[config.mk]
export PLATFORM = sky130hd
export DESIGN_NAME = utf8_to_utf16_offset_map
export DESIGN_NICKNAME = d
export VERILOG_FILES = /design/src/sv/u8u16om_pkg.sv /design/src/sv/utf8_to_utf16_offset_map.sv /design/src/sv/u8u16om_outq.sv /design/src/sv/u8u16om_decode.sv
export SDC_FILE = /design/constraint.sdc
export NUM_CORES = 1
export LEC_CHECK = 0
export BUFFER_PORTS_ARGS = -buffer_cell sky130_fd_sc_hd__buf_2
export CORE_UTILIZATION = 40
export CTS_BUF_LIST = sky130_fd_sc_hd__clkbuf_2 sky130_fd_sc_hd__clkbuf_4 sky130_fd_sc_hd__clkbuf_8
export DETAILED_ROUTE_END_ITERATION = 10
export GPL_TIMING_DRIVEN = 0
export HOLD_SLACK_MARGIN = 0.15
export PLACE_DENSITY_LB_ADDON = 0.1
export SYNTH_ARGS = -nofsm -noshare
export SYNTH_HDL_FRONTEND = slang
export SYNTH_HIERARCHICAL = 1
export SYNTH_SLANG_ARGS = --single-unit
[constraint.sdc]
create_clock -name clk -period 3.3 [get_ports clk]
set_input_delay 0.33 -clock clk [delete_from_list [all_inputs] [get_ports clk]]
set_output_delay 0.33 -clock clk [all_outputs]
set_load 0.005 [all_outputs]
[src/sv/u8u16om_pkg.sv]
// ----------------------------------------------------------------------------
// u8u16om_pkg
// shared types and constants for the utf-8 to utf-16 offset map
// ----------------------------------------------------------------------------
package u8u16om_pkg;

  localparam int OUT_BITS = 16;
  localparam int VAL_BITS = 21;

  localparam logic [7:0] CONT_MASK  = 8'b1100_0000;
  localparam logic [7:0] CONT_VAL   = 8'b1000_0000;
  localparam logic [7:0] LEAD2_MASK = 8'b1110_0000;
  localparam logic [7:0] LEAD2_VAL  = 8'b1100_0000;
  localparam logic [7:0] LEAD3_MASK = 8'b1111_0000;
  localparam logic [7:0] LEAD3_VAL  = 8'b1110_0000;
  localparam logic [7:0] ASCII_MASK = 8'b1000_0000;
  localparam logic [7:0] KEEP2_MASK = 8'b0001_1111;
  localparam logic [7:0] KEEP3_MASK = 8'b0000_1111;
  localparam logic [7:0] KEEP4_MASK = 8'b0000_0111;
  localparam logic [7:0] CONT_BITS  = 8'b0011_1111;

  localparam logic [VAL_BITS-1:0] CP_SUPP = 21'h10000;

  localparam logic [1:0] EXP_ONE   = 2'd1;
  localparam logic [1:0] EXP_TWO   = 2'd2;
  localparam logic [1:0] EXP_THREE = 2'd3;

  localparam logic [1:0] Q_DEPTH = 2'd2;

  typedef struct packed {
    logic [OUT_BITS-1:0] byte_offset;
    logic                final_entry;
  } result_t;

  typedef struct packed {
    logic [1:0] n;
    result_t    r0;
    result_t    r1;
  } push_t;

endpackage

[src/sv/utf8_to_utf16_offset_map.sv]
// ----------------------------------------------------------------------------
// utf8_to_utf16_offset_map
// maps each utf-16 code unit of a zero-terminated utf-8 text to the byte
// offset where its character starts
//
// input channel: one text byte per transaction (in_valid / in_stall /
// in_text_byte); a zero byte ends the text. result channel: one entry per
// transaction (out_valid / out_stall / out_byte_offset / out_final_entry).
// each utf-16 unit gives one entry with the start offset of its character;
// the terminator gives a final entry, flagged, holding the text length.
// an accepted byte waits in the input register; its entries then go to
// the two-entry result queue, whose head drives the result port, moving
// one entry per cycle while out_stall is low. throughput: one byte per
// cycle while the queue has room; a two-entry byte waits for two slots.
// reset (rst_n low, synchronous) empties the input register and the queue
// and clears the decode state; after each terminator the decode state
// clears by itself. while out_stall is high the head entry holds and the
// input register keeps taking bytes until the queue has no room left.
// ----------------------------------------------------------------------------
module utf8_to_utf16_offset_map
  import u8u16om_pkg::*;
#(
  parameter int OFFSET_BITS = 16
)
(
  input  logic                clk,
  input  logic                rst_n,
  input  logic                in_valid,
  output logic                in_stall,
  input  logic [7:0]          in_text_byte,
  output logic                out_valid,
  input  logic                out_stall,
  output logic [OUT_BITS-1:0] out_byte_offset,
  output logic                out_final_entry
);

  push_t      push;
  logic [1:0] q_free;
  logic [1:0] q_cnt;

  u8u16om_decode #(
    .OFFSET_BITS(OFFSET_BITS)
  ) u_decode (
    .clk         (clk),
    .rst_n       (rst_n),
    .in_valid    (in_valid),
    .in_stall    (in_stall),
    .in_text_byte(in_text_byte),
    .q_free      (q_free),
    .push        (push)
  );

  u8u16om_outq u_outq (
    .clk            (clk),
    .rst_n          (rst_n),
    .push           (push),
    .q_free         (q_free),
    .q_cnt          (q_cnt),
    .out_valid      (out_valid),
    .out_stall      (out_stall),
    .out_byte_offset(out_byte_offset),
    .out_final_entry(out_final_entry)
  );

  a_q_bound: assert property (@(posedge clk) disable iff (!rst_n)
    q_cnt != 2'd3)
    else $error("result queue overfilled");

  a_push_fits: assert property (@(posedge clk) disable iff (!rst_n)
    push.n <= q_free)
    else $error("push exceeds free queue slots");

  a_two_push: assert property (@(posedge clk) disable iff (!rst_n)
    push.n == 2'd2 |=> out_valid && q_cnt == 2'd2)
    else $error("double entry lost");

  a_stall_holds: assert property (@(posedge clk) disable iff (!rst_n)
    in_stall |-> push.n == 2'd0)
    else $error("input stalled while entries pushed");

endmodule

[src/sv/u8u16om_outq.sv]
// ----------------------------------------------------------------------------
// u8u16om_outq
// two-entry result queue, takes up to two entries per cycle, drives one
// ----------------------------------------------------------------------------
module u8u16om_outq
  import u8u16om_pkg::*;
(
  input  logic                clk,
  input  logic                rst_n,
  input  push_t               push,
  output logic [1:0]          q_free,
  output logic [1:0]          q_cnt,
  output logic                out_valid,
  input  logic                out_stall,
  output logic [OUT_BITS-1:0] out_byte_offset,
  output logic                out_final_entry
);

  logic [1:0] cnt_r, cnt_nxt, cnt_ap;
  result_t    e0_r, e0_nxt, e1_r, e1_nxt;
  logic       pop;

  assign pop    = (cnt_r != 2'd0) && !out_stall;
  assign cnt_ap = cnt_r - {1'b0, pop};
  assign q_free = Q_DEPTH - cnt_ap;
  assign q_cnt  = cnt_r;

  always_comb begin
    cnt_nxt = cnt_ap + push.n;
    e0_nxt  = e0_r;
    e1_nxt  = e1_r;
    case (cnt_ap)
      2'd0: begin
        e0_nxt = push.r0;
        e1_nxt = push.r1;
      end
      2'd1: begin
        e0_nxt = pop ? e1_r : e0_r;
        e1_nxt = push.r0;
      end
      default: begin
        e0_nxt = e0_r;
        e1_nxt = e1_r;
      end
    endcase
  end

  always_ff @(posedge clk) begin
    if (!rst_n) begin
      cnt_r <= 2'd0;
    end else begin
      cnt_r <= cnt_nxt;
    end
    e0_r <= e0_nxt;
    e1_r <= e1_nxt;
  end

  assign out_valid       = (cnt_r != 2'd0);
  assign out_byte_offset = e0_r.byte_offset;
  assign out_final_entry = e0_r.final_entry;

endmodule

[src/sv/u8u16om_decode.sv]
// ----------------------------------------------------------------------------
// u8u16om_decode
// input register, utf-8 decode state and per-byte result generation
// ----------------------------------------------------------------------------
module u8u16om_decode
  import u8u16om_pkg::*;
#(
  parameter int OFFSET_BITS = 16
)
(
  input  logic       clk,
  input  logic       rst_n,
  input  logic       in_valid,
  output logic       in_stall,
  input  logic [7:0] in_text_byte,
  input  logic [1:0] q_free,
  output push_t      push
);

  logic                   in_v_r, in_v_nxt;
  logic [7:0]             byte_r, byte_nxt;
  logic                   pend_r, pend_nxt;
  logic [OFFSET_BITS-1:0] start_r, start_nxt;
  logic [1:0]             exp_r, exp_nxt;
  logic [VAL_BITS-1:0]    dv_r, dv_nxt;
  logic [OFFSET_BITS-1:0] seen_r, seen_nxt;

  logic [OFFSET_BITS+OUT_BITS-1:0] seen_ext, start_ext;
  logic [OUT_BITS-1:0]             seen16, start16;
  logic [OFFSET_BITS-1:0]          seen_inc;
  logic [VAL_BITS-1:0]             dv_cont;
  logic [1:0]                      exp_dec;
  logic                            is_cont;
  push_t                           res;
  logic                            proc;

  assign seen_ext  = {{OUT_BITS{1'b0}}, seen_r};
  assign start_ext = {{OUT_BITS{1'b0}}, start_r};
  assign seen16    = seen_ext[OUT_BITS-1:0];
  assign start16   = start_ext[OUT_BITS-1:0];
  assign seen_inc  = (&seen_r) ? seen_r : seen_r + 1'b1;
  assign dv_cont   = {dv_r[VAL_BITS-7:0], byte_r[5:0] & CONT_BITS[5:0]};
  assign exp_dec   = exp_r - 2'd1;
  assign is_cont   = pend_r && ((byte_r & CONT_MASK) == CONT_VAL);

  always_comb begin
    res       = '{n: 2'd0, r0: '{seen16, 1'b0}, r1: '{seen16, 1'b0}};
    pend_nxt  = pend_r;
    start_nxt = start_r;
    exp_nxt   = exp_r;
    dv_nxt    = dv_r;
    seen_nxt  = seen_r;
    if (byte_r == 8'd0) begin
      if (pend_r) begin
        res.n  = 2'd2;
        res.r0 = '{start16, 1'b0};
        res.r1 = '{seen16, 1'b1};
      end else begin
        res.n  = 2'd1;
        res.r0 = '{seen16, 1'b1};
      end
      pend_nxt  = 1'b0;
      start_nxt = '0;
      exp_nxt   = 2'd0;
      dv_nxt    = '0;
      seen_nxt  = '0;
    end else if (is_cont) begin
      dv_nxt   = dv_cont;
      exp_nxt  = exp_dec;
      seen_nxt = seen_inc;
      if (exp_dec == 2'd0) begin
        res.n    = (dv_cont >= CP_SUPP) ? 2'd2 : 2'd1;
        res.r0   = '{start16, 1'b0};
        res.r1   = '{start16, 1'b0};
        pend_nxt = 1'b0;
        dv_nxt   = '0;
      end
    end else begin
      res.n    = {1'b0, pend_r} + {1'b0, ((byte_r & ASCII_MASK) == 8'd0)};
      res.r0   = '{(pend_r ? start16 : seen16), 1'b0};
      res.r1   = '{seen16, 1'b0};
      seen_nxt = seen_inc;
      if ((byte_r & ASCII_MASK) == 8'd0) begin
        pend_nxt = 1'b0;
        exp_nxt  = 2'd0;
        dv_nxt   = '0;
      end else begin
        pend_nxt  = 1'b1;
        start_nxt = seen_r;
        if ((byte_r & LEAD2_MASK) == LEAD2_VAL) begin
          dv_nxt  = {{(VAL_BITS-8){1'b0}}, byte_r & KEEP2_MASK};
          exp_nxt = EXP_ONE;
        end else if ((byte_r & LEAD3_MASK) == LEAD3_VAL) begin
          dv_nxt  = {{(VAL_BITS-8){1'b0}}, byte_r & KEEP3_MASK};
          exp_nxt = EXP_TWO;
        end else begin
          dv_nxt  = {{(VAL_BITS-8){1'b0}}, byte_r & KEEP4_MASK};
          exp_nxt = EXP_THREE;
        end
      end
    end
  end

  assign proc     = in_v_r && (res.n <= q_free);
  assign in_stall = in_v_r && !proc;
  assign in_v_nxt = (in_valid && !in_stall) ? 1'b1 : (proc ? 1'b0 : in_v_r);
  assign byte_nxt = (in_valid && !in_stall) ? in_text_byte : byte_r;

  always_comb begin
    push   = res;
    push.n = proc ? res.n : 2'd0;
  end

  always_ff @(posedge clk) begin
    if (!rst_n) begin
      in_v_r  <= 1'b0;
      pend_r  <= 1'b0;
      start_r <= '0;
      exp_r   <= 2'd0;
      dv_r    <= '0;
      seen_r  <= '0;
    end else begin
      in_v_r <= in_v_nxt;
      if (proc) begin
        pend_r  <= pend_nxt;
        start_r <= start_nxt;
        exp_r   <= exp_nxt;
        dv_r    <= dv_nxt;
        seen_r  <= seen_nxt;
      end
    end
    byte_r <= byte_nxt;
  end

endmodule
==> impl_results.md, run 1 <==
* Rows at 38
* Die width at between 100 and 150 µm
* Worst slew pin tran at roughly 0.70 ns
* Slew margin rel. at 0.530
* Area delta synth->final at 18.3%
* Worst-path cell chain: or4_4 > nor2_4 > a221oi_1 > or2_2 > ha_1 > and3_4 > a21oi_4 > clkbuf_8 > clkbuf_8 > nor2_2 > nor2b_4 > xnor2_2 > mux2i_1
* Tightest Hold Check Type: in2reg
* Initial Utilization at 0.418
* Die Y-Extent at 110 µm
* Commonest cells after routing, fill and taps aside: nand2_1 (63), dfxtp_1 (49), edfxtp_1 (42)
* Layout cell share with drive strength beyond 1 at 0.328
* Root Driver: clkbuf_8
* WS Path Type: reg2reg
* Worst r2r src: u_decode/byte_r[6]
* DRT Pass-1 Iters at 4
* Clk buf depth at 2
* Initial antenna violation count at 0
* Nets at about 500
* Crit path launch: u_decode/byte_r[6]
* DRC at 0
* Post-synthesis simple-gate area fraction at 0.184
* Placed Area at approximately 5000 µm²
* Synth Flop Type: dfxtp_1
* Met2 WL post-DR at roughly 4.2 mm
* # fillers at 1029
* Post-layout minimum cycle time at just over 3 ns
* Slew Viols, Final at 0
* CP Data Arrival Time at 3.41 ns
* Wl on met1 at just under 5 mm
* Worst-path fanout max at 9
* CTS HTree Levels at 3
* CTS clk-pin slew, worst paths at roughly 0.10 ns
* TritonCTS Buffers at 9
* Initial DRC Count at around 110
* Port Buf Inserts at 30
* Max Cap Viol at 0
* Slowest stage delay, CP at about 0.6 ns
* Mean post-synth cell area at roughly 11 µm²
* Peak VDD IR at ~0.39 mV
* Detail Placement HPWL at 6.73 mm
* Clock Sinks at slightly above 90
* WHS Path Cells at 2
* Reg-to-reg slack, setup at about 0.18 ns
* Asr flop ratio synth at 0
* Total routed wirelength at between 9 and 10 mm
* CTS tree: yes
* Antenna viol nets, final at 0
* Routed vias/inst at 5.12
* Synth Area in Compound Gates at 0.116
* Worst reg2reg endpoint: u_outq/q_cnt[1]
* Antenna diode count at 0
* Pwr Density at ~690 nW/µm²
* Number of buffers and inverters on the critical path at 2
* Core area at approximately 11000 µm²
* YS warnings at 6
* Final Instance Area at 5480 µm²
* Synth Area in Adders at 0.0216
* Setup skew after layout at between 0.009 and 0.01 ns
* # setup viols final at 0
* GRT Util Overall at 0.174
* CP startpoint kind: register
* Setup crit end kind: register
* Vias in the first global route at around 3200
* CP top delay family: simple AND/OR/NAND/NOR gates
* Largest net degree at the start of global routing at 18
* Mapped Cells at roughly 420
* Leakage at around 0.0021 µW
* Wire per inst at about 15 µm
* Hold Violations, Final at 0
* Io pins at 31
* Worst path slowest cell: or4_4
* Die area at 12000 µm²
* Final standard cell utilization of the core at 0.494
* Sequential area share after synthesis at 0.493
* Commonest non-fill, non-tap cell in the layout: nand2_1
* Hold path start: in_valid
* Largest family of logic cells by synthesized area: simple AND/OR/NAND/NOR gates
* Number of synthesized flops with an enable pin at between 40 and 50
* Flops & latches, synth at 93
* Hold endpoint: u_decode/in_v_r
* FF-to-FF path depth at 13
* DR vias at 3213
* Mux share of post-synthesis cell area at 0.139
* Grt ovf at 0
* Fmax at approximately 320 MHz
* Fin crit share at 0.945
* CP required at around 3.6 ns
* XOR/XNOR Fraction of Synth Area at 0.0149
* Global-route wire length before repair at approximately 16 mm
* Post-Syn Nets at 444
* Most used cell, CP: clkbuf_8
* Clock latency on the worst-skew pair at 0.36 ns
* Max layer used: met4
* Status: finished, final reports clean
* GP Congestion at approximately 0.77
* Cell Area, Synth at ~4600 µm²
* WL met3 at approximately 230 µm
* Netlist cell types at between 50 and 60
==> cell families after synthesis <==
group / after synthesis
adders and majority gates: 8
muxes: 51
AOI/OAI and AO/OA: 75
and+or+nand+nor: 160
DFF: 93
xor gates and xnor gates: 7
buffers and inverters: 30
==> per-layer routing <==
metal | global-route usage | vias up
met5 | 0 | -
met4 | 0.0695 | 0
met3 | 0.0285 | 11
met2 | 0.272 | 50
met1 | 0.239 | 1501
li1 | - | 1651
==> worst reg2reg max path, cell delays in order, from the launching register on <==
cell and delay, ns:
edfxtp_1 0.42, or4_4 0.61, nor2_4 0.18, a221oi_1 0.06, or2_2 0.31, ha_1 0.30
and3_4 0.21, a21oi_4 0.05, clkbuf_8 0.14, clkbuf_8 0.16, nor2_2 0.12, nor2b_4 0.19
xnor2_2 0.12, mux2i_1 0.19
==> worst max-delay path by stage <==
stage,end,slack (ns),depth (start not counted)
2_1_floorplan,u_outq/q_cnt[1],0.01,16
3_3_place_gp,u_decode/start16[14],-0.59,11
3_5_place_dp,u_decode/start16[14],-0.63,11
4_1_cts,u_decode/start16[14],0.003,13
5_1_grt,u_outq/q_cnt[1],-0.007,16
6_report,u_outq/q_cnt[1],0.18,13
==> metrics by stage <==
step / instances / setup WS, ns / setup TNS, ns / power [µW] / hold slack (ns)
2_1_floorplan: 424 / 0.0107 / 0 / 2490 / 0.429
3_3_place_gp: 594 / -0.587 / -12.57 / 2810 / 0.452
3_5_place_dp: 595 / -0.633 / -11.85 / 2850 / 0.457
4_1_cts: 626 / 0.00312 / 0 / 3670 / 0.166
5_1_grt: 628 / -0.00748 / -0.00748 / 4030 / 0.187
6_report: 628 / 0.181 / 0 / 3760 / 0.187
==> cells in the mapped netlist, types with 2 or more instances <==
| master | instances | area, µm² |
|---|---|---|
| dfxtp_1 | 51 | 1020 |
| inv_1 | 8 | 30.0 |
| nor2b_1 | 33 | 206 |
| o21ai_0 | 9 | 45.0 |
| or4_1 | 5 | 37.5 |
| buf_6 | 3 | 33.8 |
| xor2_1 | 4 | 35.0 |
| o211ai_1 | 3 | 22.5 |
| or3_1 | 4 | 25.0 |
| mux2_4 | 19 | 285 |
| xnor2_1 | 2 | 17.5 |
| nor3_1 | 3 | 15.0 |
| nand2b_1 | 3 | 18.8 |
| nor3b_1 | 2 | 15.0 |
| edfxtp_1 | 42 | 1260 |
| or2_2 | 4 | 25.0 |
| and2_1 | 4 | 25.0 |
| o31ai_1 | 5 | 37.5 |
| a21boi_0 | 5 | 37.5 |
| o2111ai_1 | 3 | 26.3 |
| a21oi_2 | 2 | 17.5 |
| nand3_1 | 9 | 45.0 |
| nor2_1 | 13 | 48.8 |
| a22oi_1 | 27 | 203 |
| or4_4 | 2 | 22.5 |
| buf_2 | 5 | 25.0 |
| mux2_2 | 31 | 349 |
| and3_1 | 4 | 25.0 |
| ha_1 | 8 | 100 |
| clkbuf_1 | 13 | 48.8 |
| and4_1 | 2 | 17.5 |
| nand2_1 | 63 | 236 |
| nand4_1 | 2 | 12.5 |
| a21oi_1 | 12 | 60.1 |
==> power by group <==
part | total [µW] | switching (µW) | internal, µW
combinational | 1430 | 779 | 653
clock | 688 | 412 | 276
sequential | 1640 | 95.4 | 1550
total | 3760 | 1290 | 2480
==> registers in the layout, indices dropped and copies added (netlist names) <==
register,count
u_decode/in_v_r,1
u_decode/start16,16
u_decode/dv_r,13
u_decode/exp_r,2
u_decode/pend_r,1
u_decode/byte_r,8
u_outq/out_byte_offset,16
u_decode/seen16,16
u_outq/e1_r,17
u_outq/q_cnt,2
u_outq/out_final_entry,1
==> timing repair <==
| item | CTS | global route |
|---|---|---|
| pin swaps | 3 | 7 |
| gates resized for setup | 22 | 26 |
| hold buffers | 8 | 0 |
| buffers inserted | 7 | 3 |
| endpoints found under the hold margin | 8 | 0 |
| endpoints found under the setup margin | 54 | 43 |
| cloned | 0 | 0 |
==> cell type report <==
class	count	area, µm²	area share
plain buffers	21	149	0.0272
clock buffers	9	124	0.0226
clock inverters	7	51.3	0.00937
inverters	8	30.0	0.00548
multi-input cells	301	2350	0.429
flip-flops and latches	93	2280	0.417
well taps	140	175	0.0320
repair buffers	49	313	0.0571
No activity file was read; power rests on OpenSTA's default activity.
==> inputs of run 2 (changes only) <==
==> constraint.sdc (replaced) <==
create_clock -name clk -period 2.5 [get_ports clk]
set_input_delay 0.25 -clock clk [delete_from_list [all_inputs] [get_ports clk]]
set_output_delay 0.25 -clock clk [all_outputs]
set_load 0.005 [all_outputs]
==> run 2 against run 1 <==
The flow now finishes with violations (negative setup slack). Hold slack gained 0.017 ns. Largest cell class unchanged. Worst setup slack lost 0.66 ns. Global-route usage grew 0.58 points.
==> impl_results.md, run 2 (synthesized netlist as in run 1, its figures left out) <==
* Status: complete, but fails checks
* Violated checks: negative setup slack
* Commonest non-fill, non-tap cell in the layout: nand2_1
* Net Sw Power at between 2000 and 2500 µW
* Worst reg2reg endpoint: u_decode/seen16[15]
* Hold Violations, Final at 0
* Worst slew pin tran at 0.726 ns
* Tightest Hold Check Type: in2reg
* Worst-path fanout max at 8
* Internal Pwr Total at 3860 µW
* Clock Sinks at 93
* Grt ovf at 0
* Io pins at 31
* Routed vias/inst at just over 5
* DR vias at roughly 3400
* Clock latency on the worst-skew pair at 0.37 ns
* CP startpoint kind: register
* Total routed wirelength at 10.4 mm
* Setup crit end kind: register
* Detail Placement HPWL at just under 7 mm
* Layout cell share with drive strength beyond 1 at 0.470
* CP Data Arrival Time at about 3.3 ns
* Area used by multi-input combinational logic at about 2700 µm²
* GRT Util Overall at 0.180
* Die width at about 110 µm
* Max reg flops at 17
* Pwr Density at about 940 nW/µm²
* Critical Path End: u_decode/seen16[15]
* Vias in the first global route at between 3000 and 4000
* DRC at 0
* Commonest cells after routing, fill and taps aside: nand2_1 (60), dfxtp_1 (49), edfxtp_1 (42)
* Switching Fraction at 0.345
* Leakage at ~0.0023 µW
* TritonCTS Buffers at 9
* WS Path Type: reg2reg
* Global-route wire length before repair at 16.3 mm
* Slew margin rel. at 0.515
* # setup viols final at 59
* Nets at 540
* Rows at 38
* Crit path launch: u_decode/byte_r[4]
* Top reg by flops: u_outq/e1_r
* Initial antenna violation count at 0
* Seq. cell area at approximately 2300 µm²
* Fin crit share at 1.19
* Flop pwr share at 0.370
* Placed Area at a little over 5000 µm²
* Setup skew after layout at about 0.012 ns
* GP Congestion at 0.803
* CP required at 2.80 ns
* Placed instance count at between 500 and 600
* Post-layout minimum cycle time at a little under 3 ns
* FF-to-FF path depth at 11
* Port Buf Inserts at 30
* Wire per inst at roughly 16 µm
* Die area at between 10000 and 15000 µm²
* Core area at ~11000 µm²
* Initial Utilization at 0.418
* RSZ-0062 raised after global routing: true
* Root Driver: clkbuf_8
* Slew Viols, Final at 0
* Final WS setup at -0.475 ns
* Clk buf depth at 2
* Fmax at between 300 and 400 MHz
* Area delta synth->final at 34.8%
* Combinational power share at 0.469
* CTS HTree Levels at 3
* Initial DRC Count at ~150
* Peak VDD IR at between 0.6 and 0.7 mV
* Max Cap Viol at 0
* Final Instance Area at 6240 µm²
* Worst r2r src: u_decode/byte_r[4]
* # fillers at approximately 940
* Antenna viol nets, final at 0
* Clock power frac at 0.161
* Layout Cells excl Fill at between 600 and 700
* CTS tree: yes
* Die Y-Extent at 110 µm
* CTS clk-pin slew, worst paths at 0.10 ns
* Largest net degree at the start of global routing at 18
* Antenna diode count at 0
* Reg-to-reg slack, setup at -0.47 ns
* DRT Pass-1 Iters at 4
run 2: area by class of cell:
class,instances,area share
multi-input combinational,301,0.430
tap,140,0.0281
buffer,21,0.0305
inverter,8,0.00481
clock inverter,6,0.00722
clock buffer,10,0.0221
sequential,93,0.367
timing repair buffer,86,0.110
run 2: layer usage:
layer / part of all wire / wire, µm / GRT usage / vias to the layer above
met3: 0.023 / 241 / 0.0350 / 13
met5: 0 / 0 / 0 / -
met2: 0.46 / 4830 / 0.285 / 46
li1: - / - / - / 1725
met4: 0.015 / 152 / 0.0610 / 0
met1: 0.50 / 5210 / 0.244 / 1617
run 2: repair_timing:
action	4_1_cts	5_1_grt
gates cloned	2	1
setup endpoints to repair	80	80
endpoints found under the hold margin	9	0
pin swaps	13	20
setup buffers	25	20
hold buffers	9	0
resized for setup	48	56
run 2: worst max-delay path, cell delays in order (launching register included):
cell	delay (ns)
edfxtp_1	0.44
or4_4	0.55
nor2_4	0.19
a221oi_2	0.05
or2_4	0.28
ha_4	0.27
and3_4	0.20
a21o_4	0.14
buf_12	0.12
nand3_4	0.11
or4_4	0.43
a21oi_2	0.12
run 2: power groups by stage:
stage	sequential (µW)	combinational (µW)	clock, µW
3_5_place_dp	2210	1770	0
3_3_place_gp	2210	1710	0
4_1_cts	2170	2300	980
5_1_grt	2220	2970	1040
6_report	2180	2770	949
2_1_floorplan	2210	1290	0
run 2: metrics by stage:
step	hold WS [ns]	TNS, ns	total power, µW	utilization	setup WS (ns)
final	0.205	-20.70	5890	0.563	-0.475
after global routing	0.206	-26.08	6230	0.563	-0.576
after CTS	0.188	-22.53	5440	0.528	-0.505
after detailed placement	0.428	-34.24	3970	0.463	-0.828
after global placement	0.426	-44.90	3910	0.462	-0.796
after floorplan	0.349	-19.48	3500	-	-0.517
run 2: worst min-delay path by stage:
stage | slack [ns] | to | from | cells past startpoint
floorplan | 0.35 | u_decode/byte_r[0] | in_text_byte[0] | 0
global placement | 0.43 | u_decode/byte_r[3] | in_text_byte[3] | 1
detailed placement | 0.43 | u_decode/byte_r[6] | in_text_byte[6] | 1
CTS | 0.19 | u_outq/q_cnt[1] | rst_n | 3
global route | 0.21 | u_outq/q_cnt[1] | rst_n | 3
finish | 0.20 | u_outq/q_cnt[1] | rst_n | 3
==> inputs of run 3 (changes only) <==
==> constraint.sdc (replaced) <==
create_clock -name clk -period 3 [get_ports clk]
set_input_delay 0.3 -clock clk [delete_from_list [all_inputs] [get_ports clk]]
set_output_delay 0.3 -clock clk [all_outputs]
set_load 0.005 [all_outputs]
==> run 3 against run 2 <==
The run now ends clean. First-iteration DRC count down 4.6%. Clock power rose by 5.0%. Wire length down 9.5%. Utilization down 4.6 points. Via count down 3.6%.
==> impl_results.md, run 3 (synthesized netlist as in run 1, its figures left out) <==
* Root Driver: clkbuf_8
* Placed instance count at 595
* Layout cell share with drive strength beyond 1 at 0.359
* FF-to-FF path depth at 10
* DRT Pass-1 Iters at 4
* Peak VDD IR at 0.475 mV
* Antenna viol nets, final at 0
* Area used by multi-input combinational logic at 2420 µm²
* Leakage at between 0.002 and 0.0025 µW
* Slew margin rel. at 0.526
* CTS tree: yes
* Detail Placement HPWL at around 6.8 mm
* Commonest cells after routing, fill and taps aside: nand2_1 (63), dfxtp_1 (49), edfxtp_1 (42)
* CTS clk-pin slew, worst paths at ~0.090 ns
* DR vias at 3278
* GRT Util Overall at 0.173
* Slew Viols, Final at 0
* Initial DRC Count at between 100 and 150
* Final WS setup at 0.0666 ns
* Post-layout minimum cycle time at about 2.9 ns
* Worst reg2reg endpoint: u_decode/seen16[9]
* Worst-path fanout max at 8
* Port Buf Inserts at 30
* Max Cap Viol at 0
* # setup viols final at 0
* Antenna diode count at 0
* Hold path start: rst_n
* TritonCTS Buffers at 9
* CP Data Arrival Time at about 3.2 ns
* Area delta synth->final at 23.9%
* Layout Cells excl Fill at between 600 and 700
* Setup TNS at 0 ns
* Fmax at 341 MHz
* Vias in the first global route at 3167
* Die area at about 12000 µm²
* RSZ-0062 raised after global routing: true
* CTS HTree Levels at 3
* Pwr Density at 783 nW/µm²
* Reg-to-reg slack, setup at 0.07 ns
* CP startpoint kind: register
* Clock Sinks at 93
* Max reg flops at 17
* DRC at 0
* Die Y-Extent at 110 µm
* Total routed wirelength at 9.45 mm
* Routed vias/inst at between 5 and 6
* Setup skew after layout at approximately 0.0092 ns
* Nets at between 500 and 600
* Final hold slack at around 0.26 ns
* Worst r2r src: u_decode/byte_r[2]
* Largest net degree at the start of global routing at 18
* Die width at 110 µm
* Worst slack at placement at -0.459 ns
* Clk buf depth at 2
* Commonest non-fill, non-tap cell in the layout: nand2_1
* Status: finished, final reports clean
* Clock latency on the worst-skew pair at 0.35 ns
* CP required at 3.28 ns
* Fin crit share at 0.978
* Setup crit end kind: register
* Grt ovf at 0
* Core area at roughly 11000 µm²
* Hold Violations, Final at 0
* Hold endpoint: u_outq/q_cnt[1]
* Io pins at 31
* Rows at 38
* Tightest Hold Check Type: in2reg
* WHS Path Cells at 3
* Worst slew pin tran at just over 0.7 ns
* WS Path Type: reg2reg
* Global-route wire length before repair at 15.8 mm
* Wire per inst at 14.7 µm
* # fillers at 1002
* Top reg by flops: u_outq/e1_r
* Seq. cell area at 2290 µm²
* GP Congestion at between 0.7 and 0.8
* Initial Utilization at 0.418
* Initial antenna violation count at 0
[run 3: cell types whose count changed in the layout (fill, tap and decap cells not counted), moves of 4 or more]
cell and change:
a22oi_1 +22, a22oi_2 -22, buf_6 -13, buf_4 -7, a21boi_0 +5, a21boi_1 -5
buf_8 -4
[run 3: layout make-up]
cell class              count  area share
flip-flops and latches     93       0.399
inverters                   8     0.00524
clock inverters             5      0.0172
clock buffers              11      0.0253
multi-input cells         301       0.423
repair buffers             62      0.0727
plain buffers              21      0.0275
well taps                 140      0.0306
[run 3: what timing repair did]
item	4_1_cts	5_1_grt
hold endpoints to repair	9	0
endpoints found under the setup margin	58	34
pin swaps	6	5
hold buffers	9	0
resized for setup	35	16
setup buffers	15	7
[run 3: metal layers]
| layer | wire length [µm] | up-vias | GRT usage |
|---|---|---|---|
| li1 | - | 1686 | - |
| met1 | 4770 | 1532 | 0.235 |
| met2 | 4330 | 53 | 0.273 |
| met3 | 261 | 7 | 0.0356 |
| met4 | 78 | 0 | 0.0552 |
| met5 | 0 | - | 0 |
[run 3: worst max path at each step]
stage	slack, ns	end	startpoint	cells past startpoint
floorplan	-0.05	u_outq/q_cnt[1]	u_decode/byte_r[6]	13
finish	0.07	u_decode/seen16[9]	u_decode/byte_r[2]	10
CTS	0.003	u_outq/q_cnt[1]	u_decode/byte_r[6]	13
global placement	-0.42	u_decode/seen16[0]	u_decode/byte_r[6]	11
detailed placement	-0.46	u_decode/start16[11]	u_decode/byte_r[6]	11
global route	-0.04	u_outq/q_cnt[1]	u_decode/byte_r[6]	13
[run 3: worst max-delay path, stage by stage, from the launching register on]
cell and delay (ns):
edfxtp_1 0.41, or4_4 0.57, or2_4 0.31, nor2_4 0.14, a21oi_4 0.05, ha_4 0.29, and3_4 0.21, a21o_4 0.15
nand3_4 0.12, or4_1 0.43, a21oi_1 0.17
[run 3: power breakdown]
group	leakage, µW	switching (µW)	internal, µW	total [µW]
Sequential	0.000852	101	1700	1800
Combinational	0.00120	898	793	1690
Clock	0.000124	415	582	996
Total	0.00218	1410	3080	4490
[run 3: metrics by stage]
stage | util | power, µW | cell area (µm²)
2_1_floorplan | - | 2810 | 4700
3_3_place_gp | 0.454 | 3160 | 5030
3_5_place_dp | 0.455 | 3210 | 5040
4_1_cts | 0.509 | 4490 | 5640
5_1_grt | 0.518 | 4780 | 5730
6_report | 0.518 | 4490 | 5730
